**config.mk**
```make
export PLATFORM = sky130hd
export DESIGN_NAME = gps_sector_split_timer
export DESIGN_NICKNAME = d
export VERILOG_FILES = /design/src/rtl/gsst_pkg.sv /design/src/rtl/gps_sector_split_timer.sv
export SDC_FILE = /design/constraint.sdc
export NUM_CORES = 1
export LEC_CHECK = 0
export BUFFER_PORTS_ARGS = -buffer_cell sky130_fd_sc_hd__buf_4
export CAP_MARGIN = 40
export CORE_ASPECT_RATIO = 1.1
export CORE_MARGIN = 8
export CORE_UTILIZATION = 55
export DETAILED_ROUTE_END_ITERATION = 10
export HOLD_SLACK_MARGIN = 0.06
export PLACE_DENSITY = 0.74
export SYNTH_ARGS = -nofsm -noshare
export SYNTH_HDL_FRONTEND = slang
export SYNTH_SLANG_ARGS = --single-unit
```
**constraint.sdc**
```tcl
create_clock -name clk -period 14 [get_ports clk]
set_clock_uncertainty 0.1 [all_clocks]
set_input_delay 1.4 -clock clk [delete_from_list [all_inputs] [get_ports clk]]
set_output_delay 1.4 -clock clk [all_outputs]
set_load 0.02 [all_outputs]
```
**src/rtl/gsst_pkg.sv**
```systemverilog
`timescale 1ns / 1ps
// Shared constants, field layout and types for the GPS sector split timer.
// No dependencies; imported by gps_sector_split_timer.
package gsst_pkg;

  // Widths of the timing and averaging state.
  localparam int TIME_BITS    = 48;
  localparam int COUNT_BITS   = 24;
  localparam int SPEED_BITS   = 16;
  localparam int SUM_BITS     = COUNT_BITS + SPEED_BITS;

  // Coordinate and window widths.
  localparam int LAT_BITS     = 31;
  localparam int LON_BITS     = 32;
  localparam int WIN_BITS     = 16;
  localparam int DIFF_BITS    = LON_BITS + 2;
  localparam int SECTOR_BITS  = 2;

  // Marker compare sequence: one step per axis per sector.
  localparam int NUM_SECTORS  = 3;
  localparam int MATCH_STEPS  = 2 * NUM_SECTORS;
  localparam int STEP_BITS    = $clog2(MATCH_STEPS);
  localparam logic [STEP_BITS-1:0] MATCH_LAST = STEP_BITS'(MATCH_STEPS - 1);

  // Divider: the mean never exceeds the largest speed, so it has SPEED_BITS bits.
  localparam int DIV_CNT_BITS = $clog2(SPEED_BITS);

  // Input tdata layout, lowest bit first.
  localparam int LAT_LO       = 0;
  localparam int LON_LO       = LAT_LO + LAT_BITS;
  localparam int SPD_LO       = LON_LO + LON_BITS;
  localparam int TS_LO        = SPD_LO + SPEED_BITS;
  localparam int IN_USED_BITS = TS_LO + TIME_BITS;
  localparam int IN_DATA_BITS = ((IN_USED_BITS + 7) / 8) * 8;

  // Output tdata layout, lowest bit first.
  localparam int OUT_USED_BITS = SECTOR_BITS + TIME_BITS + SPEED_BITS;
  localparam int OUT_DATA_BITS = ((OUT_USED_BITS + 7) / 8) * 8;

  // Configuration port.
  localparam int CFG_DATA_BITS = 32;
  localparam int CFG_IDX_BITS  = 3;

  // Request kinds carried on in_tuser.
  localparam logic REQ_SPEED = 1'b0;
  localparam logic REQ_FIX   = 1'b1;

  // Register indexes of the configuration port.
  typedef enum logic [CFG_IDX_BITS-1:0] {
    REG_S1_LAT = 3'd0,
    REG_S1_LON = 3'd1,
    REG_S2_LAT = 3'd2,
    REG_S2_LON = 3'd3,
    REG_S3_LAT = 3'd4,
    REG_S3_LON = 3'd5,
    REG_WINDOW = 3'd6
  } cfg_reg_t;

  // Reset values of the marker registers and the match window.
  localparam logic signed [LAT_BITS-1:0] RST_S1_LAT = 31'sd456301060;
  localparam logic signed [LON_BITS-1:0] RST_S1_LON = 32'sd92894900;
  localparam logic signed [LAT_BITS-1:0] RST_S2_LAT = 31'sd456235700;
  localparam logic signed [LON_BITS-1:0] RST_S2_LON = 32'sd92872970;
  localparam logic signed [LAT_BITS-1:0] RST_S3_LAT = 31'sd456160420;
  localparam logic signed [LON_BITS-1:0] RST_S3_LON = 32'sd92807670;
  localparam logic [WIN_BITS-1:0]        RST_WINDOW = 16'd500;

  // Sector numbering as it appears on the output.
  localparam logic [SECTOR_BITS-1:0] SECTOR_ONE = 2'd1;

  // Sequencer states.
  typedef enum logic [2:0] {
    ST_IDLE,
    ST_MATCH,
    ST_UPDATE,
    ST_DIVIDE,
    ST_EMIT
  } state_t;

endpackage

```
**src/rtl/gps_sector_split_timer.sv**
```systemverilog
`timescale 1ns / 1ps
// GPS sector split timer: marker matching, sector clock and mean speed.
// Depends on gsst_pkg for widths, field layout, register codes and states.
//
// Timing: a speed update is taken and gives no result. A fix runs the marker
// compares on one shared subtract/compare unit, an update step and a restoring
// divider (one quotient bit per cycle) before its result is registered; no new
// item is taken until that result is loaded into the output register, which
// waits while a still pending result has not been taken.
// Reset (rst_n low, synchronous) restores the default markers and window,
// sector one, and zero entry time, count, sum and latest speed.
module gps_sector_split_timer
  import gsst_pkg::*;
(
  input  logic                     clk,
  input  logic                     rst_n,
  // Configuration write port.
  input  logic                     cfg_we,
  input  logic [CFG_IDX_BITS-1:0]  cfg_index,
  input  logic [CFG_DATA_BITS-1:0] cfg_data,
  // Input stream.
  input  logic                     in_tvalid,
  output logic                     in_tready,
  // in_tdata: latitude[30:0], longitude[62:31], speed[78:63], timestamp[126:79], zero
  input  logic [IN_DATA_BITS-1:0]  in_tdata,
  // in_tuser: req_type (0 speed update, 1 fix)
  input  logic                     in_tuser,
  // Result stream.
  output logic                     out_tvalid,
  input  logic                     out_tready,
  // out_tdata: sector[1:0], sector_time[49:2], mean_speed[65:50], zero
  output logic [OUT_DATA_BITS-1:0] out_tdata
);

  // Sequencer.
  state_t state_r, state_nxt;

  // Configuration registers.
  logic signed [LAT_BITS-1:0] mark_lat_r [NUM_SECTORS];
  logic signed [LON_BITS-1:0] mark_lon_r [NUM_SECTORS];
  logic [WIN_BITS-1:0]        window_r;

  // Tracking state.
  logic [SECTOR_BITS-1:0] sector_r;
  logic [TIME_BITS-1:0]   entry_r;
  logic [COUNT_BITS-1:0]  count_r;
  logic [SUM_BITS-1:0]    sum_r;
  logic [SPEED_BITS-1:0]  latest_speed_r;

  // Fix being processed.
  logic signed [LAT_BITS-1:0] fix_lat_r;
  logic signed [LON_BITS-1:0] fix_lon_r;
  logic [TIME_BITS-1:0]       fix_time_r;

  // Marker compare sequence.
  logic [STEP_BITS-1:0]   step_r;
  logic                   lat_ok_r;
  logic                   found_r;
  logic [SECTOR_BITS-1:0] found_sec_r;

  // Divider and result.
  logic [COUNT_BITS-1:0]   rem_r;
  logic [SPEED_BITS-1:0]   quo_r;
  logic [DIV_CNT_BITS-1:0] div_cnt_r;
  logic [TIME_BITS-1:0]    sec_time_r;
  logic                    out_valid_r, out_valid_nxt;
  logic [OUT_DATA_BITS-1:0] out_data_r;

  // Handshake and control decodes.
  logic in_xfer, fix_xfer, speed_xfer, emit_load;

  // Next-state logic of the sequencer.
  always_comb begin
    state_nxt = state_r;
    unique case (state_r)
      ST_IDLE:   if (fix_xfer) state_nxt = ST_MATCH;
      ST_MATCH:  if (step_r == MATCH_LAST) state_nxt = ST_UPDATE;
      ST_UPDATE: state_nxt = ST_DIVIDE;
      ST_DIVIDE: if (div_cnt_r == '0) state_nxt = ST_EMIT;
      ST_EMIT:   if (!out_valid_r || out_tready) state_nxt = ST_IDLE;
      default:   state_nxt = ST_IDLE;
    endcase
  end

  // Control outputs of the sequencer.
  always_comb begin
    in_tready = (state_r == ST_IDLE);
    emit_load = (state_r == ST_EMIT) && (!out_valid_r || out_tready);
  end

  assign in_xfer    = in_tvalid && in_tready;
  assign fix_xfer   = in_xfer && (in_tuser == REQ_FIX);
  assign speed_xfer = in_xfer && (in_tuser == REQ_SPEED);

  // Shared compare unit: |fix axis - marker axis| < window, one axis per cycle.
  logic [1:0]                  sec_idx;
  logic                        axis_lon;
  logic signed [DIFF_BITS-1:0] op_a, op_b, diff, mag;
  logic                        near;

  assign sec_idx  = step_r[STEP_BITS-1:1];
  assign axis_lon = step_r[0];

  always_comb begin
    logic signed [LAT_BITS-1:0] m_lat;
    logic signed [LON_BITS-1:0] m_lon;
    case (sec_idx)
      2'd0:    begin m_lat = mark_lat_r[0]; m_lon = mark_lon_r[0]; end
      2'd1:    begin m_lat = mark_lat_r[1]; m_lon = mark_lon_r[1]; end
      2'd2:    begin m_lat = mark_lat_r[2]; m_lon = mark_lon_r[2]; end
      default: begin m_lat = '0;            m_lon = '0;            end
    endcase
    if (axis_lon) begin
      op_a = {{(DIFF_BITS-LON_BITS){fix_lon_r[LON_BITS-1]}}, fix_lon_r};
      op_b = {{(DIFF_BITS-LON_BITS){m_lon[LON_BITS-1]}}, m_lon};
    end else begin
      op_a = {{(DIFF_BITS-LAT_BITS){fix_lat_r[LAT_BITS-1]}}, fix_lat_r};
      op_b = {{(DIFF_BITS-LAT_BITS){m_lat[LAT_BITS-1]}}, m_lat};
    end
    diff = op_a - op_b;
    mag  = diff[DIFF_BITS-1] ? -diff : diff;
    near = ($unsigned(mag) < {{(DIFF_BITS-WIN_BITS){1'b0}}, window_r});
  end

  // Sector entry, sample accumulation and elapsed time for the fix.
  logic                   enter;
  logic [SECTOR_BITS-1:0] sector_new;
  logic [TIME_BITS-1:0]   entry_new, time_new;
  logic [COUNT_BITS-1:0]  count_base, count_new;
  logic [SUM_BITS-1:0]    sum_base, sum_new;

  always_comb begin
    enter      = found_r && (found_sec_r != sector_r);
    sector_new = enter ? found_sec_r : sector_r;
    entry_new  = enter ? fix_time_r : entry_r;
    count_base = enter ? '0 : count_r;
    sum_base   = enter ? '0 : sum_r;
    // A full count freezes both the count and the sum.
    if (&count_base) begin
      count_new = count_base;
      sum_new   = sum_base;
    end else begin
      count_new = count_base + COUNT_BITS'(1);
      sum_new   = sum_base + SUM_BITS'(latest_speed_r);
    end
    time_new = fix_time_r - entry_new;
  end

  // One restoring division step: shift in the next dividend bit, try a subtract.
  logic [COUNT_BITS:0] rem_sh, rem_sub;
  logic                rem_ge;

  always_comb begin
    rem_sh  = {rem_r, quo_r[SPEED_BITS-1]};
    rem_sub = rem_sh - {1'b0, count_r};
    rem_ge  = (rem_sh >= {1'b0, count_r});
  end

  // Result register holds until the transfer completes.
  always_comb begin
    out_valid_nxt = out_valid_r;
    if (emit_load) out_valid_nxt = 1'b1;
    else if (out_tready) out_valid_nxt = 1'b0;
  end

  // Control, configuration and tracking registers.
  always_ff @(posedge clk) begin
    if (!rst_n) begin
      state_r        <= ST_IDLE;
      out_valid_r    <= 1'b0;
      mark_lat_r[0]  <= RST_S1_LAT;
      mark_lon_r[0]  <= RST_S1_LON;
      mark_lat_r[1]  <= RST_S2_LAT;
      mark_lon_r[1]  <= RST_S2_LON;
      mark_lat_r[2]  <= RST_S3_LAT;
      mark_lon_r[2]  <= RST_S3_LON;
      window_r       <= RST_WINDOW;
      sector_r       <= SECTOR_ONE;
      entry_r        <= '0;
      count_r        <= '0;
      sum_r          <= '0;
      latest_speed_r <= '0;
      step_r         <= '0;
      lat_ok_r       <= 1'b0;
      found_r        <= 1'b0;
      found_sec_r    <= SECTOR_ONE;
      div_cnt_r      <= '0;
    end else begin
      state_r     <= state_nxt;
      out_valid_r <= out_valid_nxt;

      // Configuration writes; unknown indexes are ignored.
      if (cfg_we) begin
        unique case (cfg_reg_t'(cfg_index))
          REG_S1_LAT: mark_lat_r[0] <= cfg_data[LAT_BITS-1:0];
          REG_S1_LON: mark_lon_r[0] <= cfg_data[LON_BITS-1:0];
          REG_S2_LAT: mark_lat_r[1] <= cfg_data[LAT_BITS-1:0];
          REG_S2_LON: mark_lon_r[1] <= cfg_data[LON_BITS-1:0];
          REG_S3_LAT: mark_lat_r[2] <= cfg_data[LAT_BITS-1:0];
          REG_S3_LON: mark_lon_r[2] <= cfg_data[LON_BITS-1:0];
          REG_WINDOW: window_r      <= cfg_data[WIN_BITS-1:0];
          default: ;
        endcase
      end

      // A speed update only replaces the latest speed.
      if (speed_xfer) latest_speed_r <= in_tdata[SPD_LO +: SPEED_BITS];

      // Start of the marker compare sequence.
      if (fix_xfer) begin
        step_r   <= '0;
        lat_ok_r <= 1'b0;
        found_r  <= 1'b0;
      end

      // First sector whose markers match on both axes wins.
      if (state_r == ST_MATCH) begin
        step_r <= step_r + STEP_BITS'(1);
        if (!axis_lon) begin
          lat_ok_r <= near;
        end else if (lat_ok_r && near && !found_r) begin
          found_r     <= 1'b1;
          found_sec_r <= SECTOR_BITS'(sec_idx) + SECTOR_BITS'(1);
        end
      end

      if (state_r == ST_UPDATE) begin
        sector_r  <= sector_new;
        entry_r   <= entry_new;
        count_r   <= count_new;
        sum_r     <= sum_new;
        div_cnt_r <= DIV_CNT_BITS'(SPEED_BITS - 1);
      end

      if (state_r == ST_DIVIDE) div_cnt_r <= div_cnt_r - DIV_CNT_BITS'(1);
    end
  end

  // Payload registers: captured fix, divider and result data.
  always_ff @(posedge clk) begin
    if (fix_xfer) begin
      fix_lat_r  <= in_tdata[LAT_LO +: LAT_BITS];
      fix_lon_r  <= in_tdata[LON_LO +: LON_BITS];
      fix_time_r <= in_tdata[TS_LO +: TIME_BITS];
    end

    // The upper dividend bits start as the partial remainder; the sum never
    // reaches count times 2^SPEED_BITS, so it is already below the count.
    if (state_r == ST_UPDATE) begin
      rem_r      <= sum_new[SUM_BITS-1:SPEED_BITS];
      quo_r      <= sum_new[SPEED_BITS-1:0];
      sec_time_r <= time_new;
    end

    if (state_r == ST_DIVIDE) begin
      rem_r <= rem_ge ? rem_sub[COUNT_BITS-1:0] : rem_sh[COUNT_BITS-1:0];
      quo_r <= {quo_r[SPEED_BITS-2:0], rem_ge};
    end

    if (emit_load) begin
      out_data_r <= {{(OUT_DATA_BITS-OUT_USED_BITS){1'b0}}, quo_r, sec_time_r, sector_r};
    end
  end

  assign out_tvalid = out_valid_r;
  assign out_tdata  = out_data_r;

endmodule
```
==> results of run 1 <==
-- cell families after synthesis --
family | after synthesis
AO/OA/AOI/OAI | 740
adder cells (fa/ha/maj) | 147
XOR/XNOR | 144
multiplexers | 99
AND/OR/NAND/NOR | 943
buffers and inverters | 244
flip-flops | 615
other | 1
-- where the power goes --
group / total, uW / switching [uW] / leakage, uW / internal (uW)
combinational: 2360 / 1440 / 0.00655 / 917
sequential: 2270 / 90.4 / 0.00558 / 2180
clock: 1700 / 710 / 0.00105 / 990
-- state kept, by name, summed over array words and instances, names as in the netlist, 31 cells and up --
name and count:
entry_r 48, fix_lon_r 32, sum_r 40, fix_lat_r 31, mark_lon_r 96, out_tdata 66
fix_time_r 48, mark_lat_r 93, sec_time_r 48
-- per-layer routing --
metal  up-vias  GRT usage  part of all wire
li1      11300          -                 -
met1     11400      0.286              0.40
met2       842      0.418              0.50
met3       160     0.0402             0.066
met4         0     0.0896             0.031
met5         -          0                 0
-- cell usage in the layout (no fill, tap or decap), types with 87 or more instances in the layout --
cell type    n
dfxtp_1    160
edfxtp_1   454
nor2_1     189
o21ai_0    118
inv_1       89
ha_1       140
a21oi_1    238
buf_4      265
nand2_1    319
xnor2_1     87
-- critical path, delay by kind of cell, from the launching register on --
family                   cells  cell delay, ns
AO/OA/AOI/OAI               13            3.56
adder cells (fa/ha/maj)      3            0.88
XOR/XNOR                     1            0.25
flip-flops                   1            0.35
AND/OR/NAND/NOR              7            1.83
buffers and inverters        2            0.74
-- stage by stage --
step | setup WS (ns) | cell area, um2 | utilization
after floorplan | 7.74 | 31500 | -
after global placement | 6.25 | 34000 | 0.596
after detailed placement | 6.16 | 34000 | 0.597
after CTS | 6.12 | 36200 | 0.635
after global routing | 5.69 | 36200 | 0.635
final | 6.08 | 36200 | 0.635
-- area by class of cell --
| type | count | area [um2] |
|---|---|---|
| Clock buffer | 86 | 1840 |
| Multi-Input combinational cell | 2079 | 13800 |
| Tap cell | 752 | 941 |
| Inverter | 93 | 354 |
| Timing Repair Buffer | 268 | 2060 |
| Clock inverter | 35 | 304 |
| Antenna cell | 2 | 5.00 |
| Sequential cell | 615 | 16900 |
| Fill cell | 4419 | 20800 |
-- final timing paths --
check,end,slack (ns),cells past startpoint
max,found_sec_r[0]$_SDFFE_PN1P_,6.08,26
max reg2reg,found_sec_r[0]$_SDFFE_PN1P_,6.08,26
min reg2reg,out_tdata[43]$_DFFE_PP_,0.32,0
min,out_tdata[43]$_DFFE_PP_,0.32,0
==> flow_summary.ini, run 1 <==
[setup_path]
max_stage_delay_ns = 0.62
start_kind = flip-flop
path_class = reg2reg
r2r-start = step_r[1]$_SDFFE_PN0P_
endpoint_kind = flip-flop
cpMaxStageDelayCell = o21a_1
cp_data_required_time_ns = 14.35
cp_max_fo = 63
crit_arrival_ns = 8.27
crit_start = step_r[1]$_SDFFE_PN0P_

[routing]
drc = 0
routed_via_density = 6.04
drt-total-wl_um = 79000
dr.pass1.iters = 7
detail_route.wl_per_cell_um = 20.1
num_vias = 23700
drtIter0Drc = 1849
postRouteAntennaNets = 0

[sta]
period_minus_slack_ns = 7.92
min_period_over_period = 0.566
hold_viol_final = 0
timing.hold.ws_ns = 0.317
setup_viol = 0
max_freq_mhz = 126
worst_slew_pin_slew_ns = 0.902
slew_headroom = 0.399
rsz0062_at_grt = no
final_max_slew_viol_count = 0
final.setup.tns_ns = 0

[floorplan]
dieArea_um2 = 65200
die_w_um = 244
io_pins = 243
start_util = 0.553
coreArea_um2 = 57000
std_cell_rows = 92
die_y_um = 267

[logic_synthesis]
synth_xor_area_frac = 0.0400
synth.area.top_cells = edfxtp_1, dfxtp_1, ha_1, nand2_1, a21oi_1
syn_area_um2 = 31500
synthSimpleGateAreaFrac = 0.146
seq_area_frac_synth = 0.535
synth_enable_flop_cells = 454
synth_top_area_share = 0.433
ys_warn_count = 0
synth_ff_type = edfxtp_1
yosys_register_bits = 615
netlist_instances = 2933
synth_compound_area_frac = 0.157
synth_top_area_cell = edfxtp_1
synth_fa_ha_area_frac = 0.0593
syn_avg_cell_area_um2 = 10.7
synth_mux_area_frac = 0.0327
synth_top_family_by_area = compound AO/OA/AOI/OAI gates
synth_async_sr_flop_share = 0
synth_cell_types = 89
synth_common_cells = edfxtp_1, nand2_1, a21oi_1
synth.most_common_cell = edfxtp_1

[min_path]
min_from = sec_time_r[41]$_DFFE_PN_
hp-class = reg2reg

[clock_network]
cts_resized = 0
clk_pin_slew_ns = 0.06
post_cts_buffers = 0
cts_tree = built
clock-sinks = 615
cts_hold_buffers = 0
clock_latency_ns = 0.60
ctsHtreeMaxLevel = 3
numCtsBuffers = 66
cts_root_buffer = clkbuf_16
clk_path_buf_depth = 3

[power]
vdd_drop_max_mv = 0.109
p_total_uw = 6320
p_per_area_nw_per_um2 = 175
power.leakage_uw = 0.0132

[global_routing]
antenna_found_initial = 2
first_global_vias = 23900
grt_usage = 0.236
grt_max_degree = 82
overflow = 0
grt_pass1_wl_um = 126000

[placement]
dpl.hpwl_um = 54400
portBuffers = 235
gp_congestion = 0.882
dp_cells = 3807

[job]
maxCapViolCount = 0

[finish]
nets = 3439
drive_gt1_frac = 0.142
stdcell_count = 3930
syn2layout_area_growth_pct = 14.8

[status]
outcome = complete, no violations
(Power assumes the default switching activity.)
==> inputs of run 2 (changes only) <==
==> constraint.sdc (replaced) <==
create_clock -name clk -period 8.05 [get_ports clk]
set_clock_uncertainty 0.1 [all_clocks]
set_input_delay 0.805 -clock clk [delete_from_list [all_inputs] [get_ports clk]]
set_output_delay 0.805 -clock clk [all_outputs]
set_load 0.02 [all_outputs]
==> run 2 against run 1 <==
Worst hold slack got worse by 0.054 ns. Critical path depth increased by 1. Routed wire length increased by 1.2%. Largest cell class unchanged.
==> flow_summary.ini, run 2 (synthesized netlist as in run 1, its figures left out) <==
[min_path]
min_path_cells = 1
whs_endpoint = fix_time_r[5]$_DFFE_PP_
min_from = in_tdata[84]
hp-class = in2reg

[placement]
dpl.hpwl_um = 55400
portBuffers = 235
place_worst_setup_slack_ns = 0.685
gp_congestion = 0.899

[global_routing]
first_global_vias = 23800
grt_max_degree = 72
grt_pass1_wl_um = 126000
antenna_found_initial = 0
overflow = 0
grt_usage = 0.238

[setup_path]
crit_arrival_ns = 7.81
start_kind = flip-flop
crit_start = step_r[1]$_SDFFE_PN0P_
r2r-start = step_r[1]$_SDFFE_PN0P_
r2r_slack_ns = 0.61
cp_max_fo = 23
path_class = reg2reg
cp_data_required_time_ns = 8.41
endpoint_kind = flip-flop
r2r-end = found_sec_r[0]$_SDFFE_PN1P_
r2r_cells = 27

[floorplan]
die_w_um = 244
dieArea_um2 = 65200
std_cell_rows = 92
start_util = 0.553
io_pins = 243
coreArea_um2 = 57000
die_y_um = 267

[sta]
slew_headroom = 0.403
period_minus_slack_ns = 7.44
max_freq_mhz = 134
setup_viol = 0
final_max_slew_viol_count = 0
rsz0062_at_grt = no
hold_viol_final = 0
setup_ws_ns = 0.605
worst_slew_pin_slew_ns = 0.895
min_period_over_period = 0.925
final.setup.tns_ns = 0

[job]
maxCapViolCount = 0

[status]
outcome = complete, no violations

[finish]
multi_input_area_um2 = 13800
drive_gt1_frac = 0.146
diodes = 0
top_register = mark_lon_r
syn2layout_area_growth_pct = 15.5
largest_reg_flops = 96
utilization = 0.639
mostFrequentLayoutCells = edfxtp_1, nand2_1, buf_4
seqCellArea_um2 = 16900
final_common_cell = edfxtp_1
fill_cells = 4387
nets = 3452

[power]
internal_power_uw = 7220
power.leakage_uw = 0.0133
p_per_area_nw_per_um2 = 307
seq_power_share = 0.354
vdd_drop_max_mv = 0.208
p_sw_frac = 0.354
power_switching_uw = 3960
clockPowerShare = 0.279
comb_power_share = 0.367

[clock_network]
cts_resized = 0
numCtsBuffers = 67
clk_pin_slew_ns = 0.06
cts_hold_buffers = 0
cts_root_buffer = clkbuf_16
ctsHtreeMaxLevel = 3
clock-sinks = 615
clk_path_buf_depth = 3
clock_latency_ns = 0.62
post_cts_buffers = 0
cts_tree = built

[routing]
drt-total-wl_um = 80000
num_vias = 23900
detail_route.wl_per_cell_um = 20.3
drtIter0Drc = 2227
drc = 0
postRouteAntennaNets = 0
dr.pass1.iters = 9
routed_via_density = 6.07
## run 2: final cells by class
cell class | instances | share of cell area
timing repair buffer | 280 | 0.0604
clock buffer | 85 | 0.0487
multi-input combinational | 2079 | 0.379
clock inverter | 39 | 0.0128
tap | 752 | 0.0258
sequential | 615 | 0.463
inverter | 93 | 0.00973
## run 2: per-layer routing
layer / part of all wire / global-route usage / wire length (um)
met3: 0.066 / 0.0374 / 5260
met5: 0 / 0 / 0
met1: 0.40 / 0.287 / 31900
met4: 0.031 / 0.0917 / 2520
met2: 0.50 / 0.425 / 40300
## run 2: critical path, cell delays in order (launching register included)
cell	delay, ns
dfxtp_1	0.35
inv_1	0.15
ha_2	0.60
buf_4	0.39
buf_4	0.24
a222oi_1	0.11
a211o_1	0.30
ha_1	0.41
and4_1	0.36
nand3_1	0.12
nor4_1	0.40
nand2_1	0.13
o2bb2ai_1	0.60
nor2_1	0.27
xnor2_1	0.20
ha_1	0.19
a21o_1	0.17
a21o_1	0.17
a21oi_1	0.20
nand2_1	0.07
a21o_1	0.18
a31oi_1	0.21
o211ai_1	0.15
nor4_1	0.32
nand4_1	0.14
or3_1	0.41
nor4_1	0.25
o21ai_1	0.11
## run 2: worst max path at each step
| stage | end | slack (ns) | cells after the start |
|---|---|---|---|
| final | found_sec_r[0]$_SDFFE_PN1P_ | 0.61 | 27 |
| after global routing | found_sec_r[0]$_SDFFE_PN1P_ | 0.03 | 27 |
| after CTS | found_sec_r[0]$_SDFFE_PN1P_ | 0.67 | 29 |
| after detailed placement | found_sec_r[0]$_SDFFE_PN1P_ | 0.69 | 29 |
| after global placement | found_sec_r[1]$_SDFFE_PN0P_ | 0.71 | 27 |
| after floorplan | found_sec_r[0]$_SDFFE_PN1P_ | 1.79 | 29 |
## run 2: stage by stage
step           std cells  total power (uW)  cell area, um2  hold slack, ns
3_5_place_dp        3819              8070           34200           0.305
6_report            3943             11200           36400           0.263
4_1_cts             3943             11200           36400           0.231
3_3_place_gp        3815              7970           34100           0.302
2_1_floorplan       2938              6960           31500           0.300
5_1_grt             3943             11800           36400           0.246
## run 2: power by group through the flow
stage	clock (uW)	combinational [uW]	sequential, uW
2_1_floorplan	0	2920	4040
3_3_place_gp	0	3970	4010
3_5_place_dp	0	4050	4020
4_1_cts	3170	4080	3960
5_1_grt	3300	4530	3990
6_report	3120	4100	3960
